File: src/hw/rtl/uwcr_pkg.sv
// Shared types and constants for the unaligned word copy realigner.
package uwcr_pkg;

  // Configuration register indexes
  localparam logic [1:0] CFG_SOURCE_OFFSET = 2'd0;
  localparam logic [1:0] CFG_DEST_OFFSET   = 2'd1;
  localparam logic [1:0] CFG_BYTE_COUNT    = 2'd2;

  localparam int unsigned QUEUE_DEPTH = 2;

  typedef struct packed {
    logic [31:0] source_word;
    logic        first_word;
  } uwcr_in_t;

  typedef struct packed {
    logic [31:0] dest_word;
    logic [3:0]  byte_enable;
    logic        last_write;
  } uwcr_out_t;

  // One classified source word: bytes already shifted down to lane 0
  typedef struct packed {
    logic [31:0] data;
    logic [3:0]  mask;
    logic [1:0]  lane;
    logic        restart;
    logic        is_last;
  } uwcr_op_t;

endpackage

File: src/hw/rtl/uwcr_front.sv
// Front end: accepts source words, tracks the byte count, classifies each word.
module uwcr_front #(
  parameter int COUNT_BITS = 24
) (
  input  logic                  clk,
  input  logic                  rst,
  input  logic                  in_valid,
  output logic                  in_ready,
  input  uwcr_pkg::uwcr_in_t    in_data,
  input  logic [1:0]            source_offset,
  input  logic [1:0]            dest_offset,
  input  logic [COUNT_BITS-1:0] byte_count,
  output logic                  push,
  output uwcr_pkg::uwcr_op_t    push_op,
  input  logic                  queue_full
);
  import uwcr_pkg::*;

  logic [COUNT_BITS-1:0] bytes_remaining;
  logic [1:0]            next_lane;
  logic                  transfer_active;

  logic                  accept;
  logic [COUNT_BITS-1:0] rem0;
  logic [1:0]            lane0;
  logic [1:0]            start;
  logic                  act0;
  logic [2:0]            avail;
  logic [2:0]            nbytes;
  logic [3:0]            kmask;
  logic [COUNT_BITS-1:0] rem_after;
  logic [31:0]           shifted;

  assign in_ready = !queue_full;
  assign accept   = in_valid && in_ready;

  always_comb begin
    if (in_data.first_word) begin
      rem0  = byte_count;
      lane0 = dest_offset;
      start = source_offset;
      act0  = (byte_count != '0);
    end else begin
      rem0  = bytes_remaining;
      lane0 = next_lane;
      start = 2'd0;
      act0  = transfer_active;
    end
    avail     = 3'd4 - {1'b0, start};
    nbytes    = (rem0 < COUNT_BITS'(avail)) ? rem0[2:0] : avail;
    kmask     = 4'((5'd1 << nbytes) - 5'd1);
    rem_after = rem0 - COUNT_BITS'(nbytes);
    shifted   = in_data.source_word >> {start, 3'b000};
    push_op.data    = shifted & {{8{kmask[3]}}, {8{kmask[2]}}, {8{kmask[1]}}, {8{kmask[0]}}};
    push_op.mask    = kmask;
    push_op.lane    = lane0;
    push_op.restart = in_data.first_word;
    push_op.is_last = (rem_after == '0);
  end

  assign push = accept && act0;

  always_ff @(posedge clk) begin
    if (rst) begin
      bytes_remaining <= '0;
      next_lane       <= 2'd0;
      transfer_active <= 1'b0;
    end else if (accept) begin
      if (act0) begin
        bytes_remaining <= rem_after;
        next_lane       <= lane0 + nbytes[1:0];
        transfer_active <= (rem_after != '0);
      end else if (in_data.first_word) begin
        bytes_remaining <= '0;
        next_lane       <= dest_offset;
        transfer_active <= 1'b0;
      end
    end
  end

  a_active_has_bytes: assert property (@(posedge clk) disable iff (rst)
    transfer_active |-> (bytes_remaining != '0))
    else $error("active transfer with zero bytes remaining");

  a_push_has_bytes: assert property (@(posedge clk) disable iff (rst)
    push |-> (push_op.mask != 4'd0))
    else $error("classified word carries no bytes");

endmodule

File: src/hw/rtl/uwcr_queue.sv
// Two-entry queue of classified words between front and back.
module uwcr_queue (
  input  logic               clk,
  input  logic               rst,
  input  logic               push,
  input  uwcr_pkg::uwcr_op_t push_op,
  output logic               full,
  input  logic               pop,
  output logic               q_valid,
  output uwcr_pkg::uwcr_op_t q_op
);
  import uwcr_pkg::*;

  localparam int PTR_BITS = (QUEUE_DEPTH > 1) ? $clog2(QUEUE_DEPTH) : 1;
  localparam int CNT_BITS = $clog2(QUEUE_DEPTH + 1);

  uwcr_op_t              entries [QUEUE_DEPTH];
  logic [PTR_BITS-1:0]   wr_ptr;
  logic [PTR_BITS-1:0]   rd_ptr;
  logic [CNT_BITS-1:0]   count;

  assign full    = (count == CNT_BITS'(QUEUE_DEPTH));
  assign q_valid = (count != '0);
  assign q_op    = entries[rd_ptr];

  always_ff @(posedge clk) begin
    if (push) begin
      entries[wr_ptr] <= push_op;
    end
  end

  always_ff @(posedge clk) begin
    if (rst) begin
      wr_ptr <= '0;
      rd_ptr <= '0;
      count  <= '0;
    end else begin
      if (push) begin
        wr_ptr <= (wr_ptr == PTR_BITS'(QUEUE_DEPTH - 1)) ? '0 : wr_ptr + 1'b1;
      end
      if (pop) begin
        rd_ptr <= (rd_ptr == PTR_BITS'(QUEUE_DEPTH - 1)) ? '0 : rd_ptr + 1'b1;
      end
      if (push && !pop) begin
        count <= count + 1'b1;
      end else if (pop && !push) begin
        count <= count - 1'b1;
      end
    end
  end

  a_no_overflow: assert property (@(posedge clk) disable iff (rst)
    full |-> !push)
    else $error("push into full queue");

  a_no_underflow: assert property (@(posedge clk) disable iff (rst)
    pop |-> q_valid)
    else $error("pop from empty queue");

endmodule

File: src/hw/rtl/uwcr_back.sv
// Back end: packs bytes into destination lanes and issues masked writes.
module uwcr_back (
  input  logic               clk,
  input  logic               rst,
  input  logic               q_valid,
  input  uwcr_pkg::uwcr_op_t q_op,
  output logic               pop,
  output logic               out_valid,
  input  logic               out_ready,
  output uwcr_pkg::uwcr_out_t out_data
);
  import uwcr_pkg::*;

  logic [31:0] pending_word;
  logic [3:0]  pending_mask;
  uwcr_out_t   extra;
  logic        extra_valid;

  logic        out_free;
  logic [63:0] word8;
  logic [7:0]  mask8;
  logic [31:0] base_word;
  logic [3:0]  base_mask;
  logic        wrap;
  logic        high_used;
  logic [1:0]  n_results;
  uwcr_out_t   r0;
  uwcr_out_t   r1;
  logic [31:0] pending_word_next;
  logic [3:0]  pending_mask_next;

  assign out_free = !out_valid || out_ready;
  assign pop      = q_valid && out_free && !extra_valid;

  always_comb begin
    base_word = q_op.restart ? 32'd0 : pending_word;
    base_mask = q_op.restart ? 4'd0  : pending_mask;
    word8 = {32'd0, base_word} | ({32'd0, q_op.data} << {q_op.lane, 3'b000});
    mask8 = {4'd0, base_mask} | ({4'd0, q_op.mask} << q_op.lane);
    wrap      = mask8[3];
    high_used = (mask8[7:4] != 4'd0);
    r0 = '{dest_word: word8[31:0], byte_enable: mask8[3:0], last_write: 1'b0};
    r1 = '{dest_word: word8[63:32], byte_enable: mask8[7:4], last_write: 1'b1};
    pending_word_next = word8[31:0];
    pending_mask_next = mask8[3:0];
    n_results = 2'd0;
    if (wrap) begin
      n_results         = 2'd1;
      r0.last_write     = q_op.is_last && !high_used;
      pending_word_next = word8[63:32];
      pending_mask_next = mask8[7:4];
      if (q_op.is_last && high_used) begin
        n_results = 2'd2;
      end
    end else if (q_op.is_last) begin
      n_results     = 2'd1;
      r0.last_write = 1'b1;
    end
    if (q_op.is_last) begin
      pending_word_next = 32'd0;
      pending_mask_next = 4'd0;
    end
  end

  always_ff @(posedge clk) begin
    if (pop) begin
      pending_word <= pending_word_next;
      pending_mask <= pending_mask_next;
    end
    if (extra_valid && out_free) begin
      out_data <= extra;
    end else if (pop && n_results != 2'd0) begin
      out_data <= r0;
    end
    if (pop && n_results == 2'd2) begin
      extra <= r1;
    end
  end

  always_ff @(posedge clk) begin
    if (rst) begin
      out_valid   <= 1'b0;
      extra_valid <= 1'b0;
    end else begin
      if (extra_valid && out_free) begin
        out_valid   <= 1'b1;
        extra_valid <= 1'b0;
      end else if (pop) begin
        out_valid   <= (n_results != 2'd0);
        extra_valid <= (n_results == 2'd2);
      end else if (out_ready) begin
        out_valid <= 1'b0;
      end
    end
  end

  a_extra_behind_out: assert property (@(posedge clk) disable iff (rst)
    extra_valid |-> out_valid)
    else $error("second write pending without a first write shown");

  a_no_pop_with_extra: assert property (@(posedge clk) disable iff (rst)
    extra_valid |-> !pop)
    else $error("queue popped while second write still pending");

endmodule

File: src/hw/rtl/unaligned_word_copy_realigner_top.sv
// Top level of the unaligned word copy realigner: config registers, front, queue, back.
//
//  channel | direction | handshake              | payload
//  in      | input     | in_valid / in_ready    | in_data   (source_word, first_word)
//  out     | output    | out_valid / out_ready  | out_data  (dest_word, byte_enable, last_write)
//  cfg     | input     | cfg_valid / cfg_ready  | cfg_index, cfg_data
//
// One source word is taken per cycle while the queue is not full. A word that yields
// two writes (a wrap plus the tail) holds the back end while its second write is
// pending; under a steady input stream the queue then fills and in_ready drops.
// An input transfer reaches the output through the queue entry and then the output register.
// Reset is synchronous and clears all control state; no clearing pass is needed.
// cfg_ready is always high; registers take effect at the next first word.
// A stalled output fills the queue, then drops in_ready.
module unaligned_word_copy_realigner_top #(
  parameter int COUNT_BITS = 24
) (
  input  logic                  clk,
  input  logic                  rst,
  input  logic                  in_valid,
  output logic                  in_ready,
  input  uwcr_pkg::uwcr_in_t    in_data,
  output logic                  out_valid,
  input  logic                  out_ready,
  output uwcr_pkg::uwcr_out_t   out_data,
  input  logic                  cfg_valid,
  output logic                  cfg_ready,
  input  logic [1:0]            cfg_index,
  input  logic [COUNT_BITS-1:0] cfg_data
);
  import uwcr_pkg::*;

  // Configuration registers
  logic [1:0]            source_offset;
  logic [1:0]            dest_offset;
  logic [COUNT_BITS-1:0] byte_count;

  // Front to queue, queue to back
  logic     push;
  uwcr_op_t push_op;
  logic     queue_full;
  logic     pop;
  logic     q_valid;
  uwcr_op_t q_op;

  assign cfg_ready = 1'b1;

  always_ff @(posedge clk) begin
    if (rst) begin
      source_offset <= 2'd0;
      dest_offset   <= 2'd0;
      byte_count    <= '0;
    end else if (cfg_valid && cfg_ready) begin
      case (cfg_index)
        CFG_SOURCE_OFFSET: source_offset <= cfg_data[1:0];
        CFG_DEST_OFFSET:   dest_offset   <= cfg_data[1:0];
        CFG_BYTE_COUNT:    byte_count    <= cfg_data;
        default: ;  // index beyond the register list: write ignored
      endcase
    end
  end

  // Front: classifies words and tracks the remaining count
  uwcr_front #(
    .COUNT_BITS(COUNT_BITS)
  ) u_front (
    .clk           (clk),
    .rst           (rst),
    .in_valid      (in_valid),
    .in_ready      (in_ready),
    .in_data       (in_data),
    .source_offset (source_offset),
    .dest_offset   (dest_offset),
    .byte_count    (byte_count),
    .push          (push),
    .push_op       (push_op),
    .queue_full    (queue_full)
  );

  // Decoupling queue
  uwcr_queue u_queue (
    .clk     (clk),
    .rst     (rst),
    .push    (push),
    .push_op (push_op),
    .full    (queue_full),
    .pop     (pop),
    .q_valid (q_valid),
    .q_op    (q_op)
  );

  // Back: lane packing and masked write issue
  uwcr_back u_back (
    .clk       (clk),
    .rst       (rst),
    .q_valid   (q_valid),
    .q_op      (q_op),
    .pop       (pop),
    .out_valid (out_valid),
    .out_ready (out_ready),
    .out_data  (out_data)
  );

endmodule
File: config.mk
export PLATFORM = sky130hd
export DESIGN_NAME = unaligned_word_copy_realigner_top
export DESIGN_NICKNAME = d
export VERILOG_FILES = /design/src/hw/rtl/uwcr_pkg.sv /design/src/hw/rtl/uwcr_front.sv /design/src/hw/rtl/uwcr_queue.sv /design/src/hw/rtl/uwcr_back.sv /design/src/hw/rtl/unaligned_word_copy_realigner_top.sv
export SDC_FILE = /design/constraint.sdc
export NUM_CORES = 1
export LEC_CHECK = 0
export ABC_AREA = 1
export BUFFER_PORTS_ARGS = -buffer_cell sky130_fd_sc_hd__buf_2
export CORE_UTILIZATION = 61
export DETAILED_ROUTE_END_ITERATION = 7
export PLACE_DENSITY = 0.81
export SYNTH_ARGS = -nofsm -noshare
export SYNTH_HDL_FRONTEND = slang
export SYNTH_HIERARCHICAL = 1
export SYNTH_SLANG_ARGS = --single-unit
File: constraint.sdc
create_clock -name clk -period 5.1 [get_ports clk]
set_input_delay 1.02 -clock clk [delete_from_list [all_inputs] [get_ports clk]]
set_output_delay 1.02 -clock clk [all_outputs]
set_load 0.05 [all_outputs]
==> metrics.txt <==
status=complete, no violations; antenna-violating nets left=0; crit end category=flip-flop; Synth Area in Simple Gates=25.8%; GRT Overall Usage=28.6%; Max rail drop VDD=0.275 mV; max-cap violations=0; fillers=1596; Worst path max stage delay=0.36 ns; Core ar.=0.0204 mm²; largest net degree at the start of global routing=55; R2R setup slack=1.38 ns; TritonCTS buffer count=25; crit start category=input pin; Max Transition Viols Final=0; Buffers on Ports=102; largest family of logic cells by synthesized area=simple AND/OR/NAND/NOR gates; Die W=147 µm; leakage=6.33 nW; CTS Buffer Depth=3; grt total ovfl=0; ys flop type=edfxtp_1; Worst-Margin Slew=1.24 ns; Post-route DRC=0; fraction of registers with async set/reset=0%; area leader, netlist=edfxtp_1; CTS Sinks=241; root buffer cell=clkbuf_16; cts hold-fix bufs=0; Crit Path Category=input pin to flip-flop; final worst path period need=4.24 ns; Synth Area in Compound Gates=7.62%; number of global-route vias before repair=9185; Syn Area/Cell=8.54 µm²; CP max stage cell=buf_2; DR iter-0 viols=1194; Final nets=1641; setup tns final=0 ns; Synth Area in XOR/XNOR=0.685%; CP top delay family=simple AND/OR/NAND/NOR gates; RSZ-0062 raised after global routing=no; row count=52; Synth top area share=42.1%; DR vias/cell=5.57; Max transition margin=16.9%; net count after synthesis=1568; buffers plus inverters on the worst setup path=4; Area Overhead vs Synth=10.5%; library cells used by synthesis=51; final wirelength=30.9 mm; Boundary Pins=104; worst hold slack=0.464 ns; initial antenna violation count=0; Yosys reg bits=241; H-tree depth=1; wire per inst=16.6 µm; gate count of the mapped netlist=1497; die area=0.0215 mm²; critical path peak fanout=21; Post-synth EDFFs=179; DR vias=10400; count leader, synth=nand2_1; DIE HEIGHT=147 µm; multiplexer share of the synthesized area=4.23%; Initial Util=62.8%; clk_lat worst skew=0.54 ns; gpl congestion=0.906; Register Area=0.00662 mm²; PD cells=548 mW/mm²; crit-path cells=buf_2, nand2_1, o21ai_0, inv_1, ha_1, nor2_1, nand3_1, nor2_2, nand3_4, o21ai_0, ha_1, inv_1, ha_1, inv_1, nand2_4, xor2_1, nand2_1, nor2_1, nand3_1, nor3_2, nand2_1, nor2_1, nand2_1, nor2_1; # setup viols final=0; Final Hold Fails=0; adder-cell share of the synthesized area=0.685%; CTS resizes=0; layout cell share with drive strength beyond 1=16.0%; antenna cell count=0; postcts setup bufs=0; Detail Placement HPWL=21.2 mm; sequential area share after synthesis=51.8%; CTS tree=done; Worst-path clk slew=0.07 ns; crit path DAT=4.62 ns; synth cell count leaders=422 x nand2_1, 179 x edfxtp_1, 176 x inv_1; Clock Skew=0.0168 ns; Synth Warn #=6; fin crit share=83.1%; DR pass1 iterations=6; fmax=236 MHz; mapped cell area=0.0128 mm²; first-pass GRT wire length=48.6 mm; Synth area leaders=edfxtp_1 42%, nand2_1 12%, dfxtp_1 9.7%; CP required=5.49 ns; multi-input logic area=0.00500 mm²; HP Class=flip-flop to flip-flop
==> final timing paths <==
path | from | end | depth (start not counted)
worst max register to register | u_front/bytes_remaining[2] | u_queue/entries[0][0] | 22
worst min register to register | u_front/bytes_remaining[0] | u_front/bytes_remaining[0] | 2
worst max-delay path | in_data[0] | u_queue/entries[0][0] | 24
worst min-delay path | u_front/bytes_remaining[0] | u_front/bytes_remaining[0] | 2
==> power breakdown <==
part / internal, mW / total (mW) / switching (mW)
clock: 1.09 / 1.85 / 0.758
combinational: 0.736 / 2.94 / 2.20
sequential: 2.83 / 2.95 / 0.126
==> cell type report <==
cell class              instances  area share (%)
clock inverters                 7           0.567
well taps                     270            2.39
clock buffers                  39            5.45
flip-flops and latches        241            46.8
multi-input cells            1003            35.4
inverters                     184            5.03
repair buffers                115            4.31
==> cell families after synthesis <==
kind of cell             count (synthesis)
multiplexers                            49
buffers and inverters                  253
XOR/XNOR                                10
AO/OA/AOI/OAI                          172
other                                    1
AND/OR/NAND/NOR                        764
flip-flops                             241
adder cells (fa/ha/maj)                  7
==> stage by stage <==
stage                     instance area, µm²  setup WS [ns]  utilization [%]  instances  power [mW]
after detailed placement               13300          0.373             65.2       1813        5.87
after global placement                 13300          0.550             65.2       1813        5.80
after global routing                   14100          0.462             69.4       1859        8.10
after floorplan                        12800          0.526                -       1497        5.21
after CTS                              14100          0.941             69.4       1859        7.73
final                                  14100          0.864             69.4       1859        7.75
==> metal layers <==
metal  global-route usage (%)  vias up  wire length (µm)
met5                        0        -                 0
met2                     42.9      562             13700
met3                     4.29       39              3160
met4                     6.41        0               386
li1                         -     5039                 -
met1                     43.8     4714             13600
==> tightest hold or removal path: cells and delay by family (launching register included) <==
family / cells / cell delay, ns
compound gates: 1 / 0.06
simple gates: 1 / 0.06
flops: 1 / 0.30
==> cell usage in the layout (no fill, tap or decap), types with 3 or more instances in the layout <==
cell       Yosys  routed
and2_1         5       5
o22ai_1        6       6
mux2_2        40      40
o21ai_2        3       3
nand3b_1       4       4
o21a_1         3       3
clkbuf_8       0       7
nor4_1         7       7
edfxtp_1     179     179
ha_1           7       7
dfxtp_1       62      62
nand3_1       87      87
xor2_1         9       9
nand2_4        9       9
o21ai_0       69      69
inv_4          3       4
nand4_1       10      10
clkbuf_1      25       6
o31ai_1        9       9
inv_1        176     176
nor2_2         8       8
a31oi_1        9       9
nor2_1       171     170
nand2_1      422     422
clkbuf_16      0      26
or2_2          5       5
o21ai_1       12      12
nor3_1         7       7
buf_2         12     102
a21oi_1       41      41
nor2_4         2       3
nand3_2        9       9
mux2i_1        9       9
a211oi_1      11      11
o211ai_1       5       5
clkinv_2       0       3
buf_4          7      13
nand2_2       11      11
==> flip-flops by register name (all words and copies together) (netlist names), 2 cells and up, named ones only <==
register	flops
u_back/extra	27
u_back/pending_word	32
u_queue/entries	80
u_front/bytes_remaining	24
byte_count	24
source_offset	2
dest_offset	2
u_queue/count	2
u_back/out_data	37
u_front/next_lane	2
u_back/pending_mask	3
Note: power is estimated with default switching activity, not from simulation.
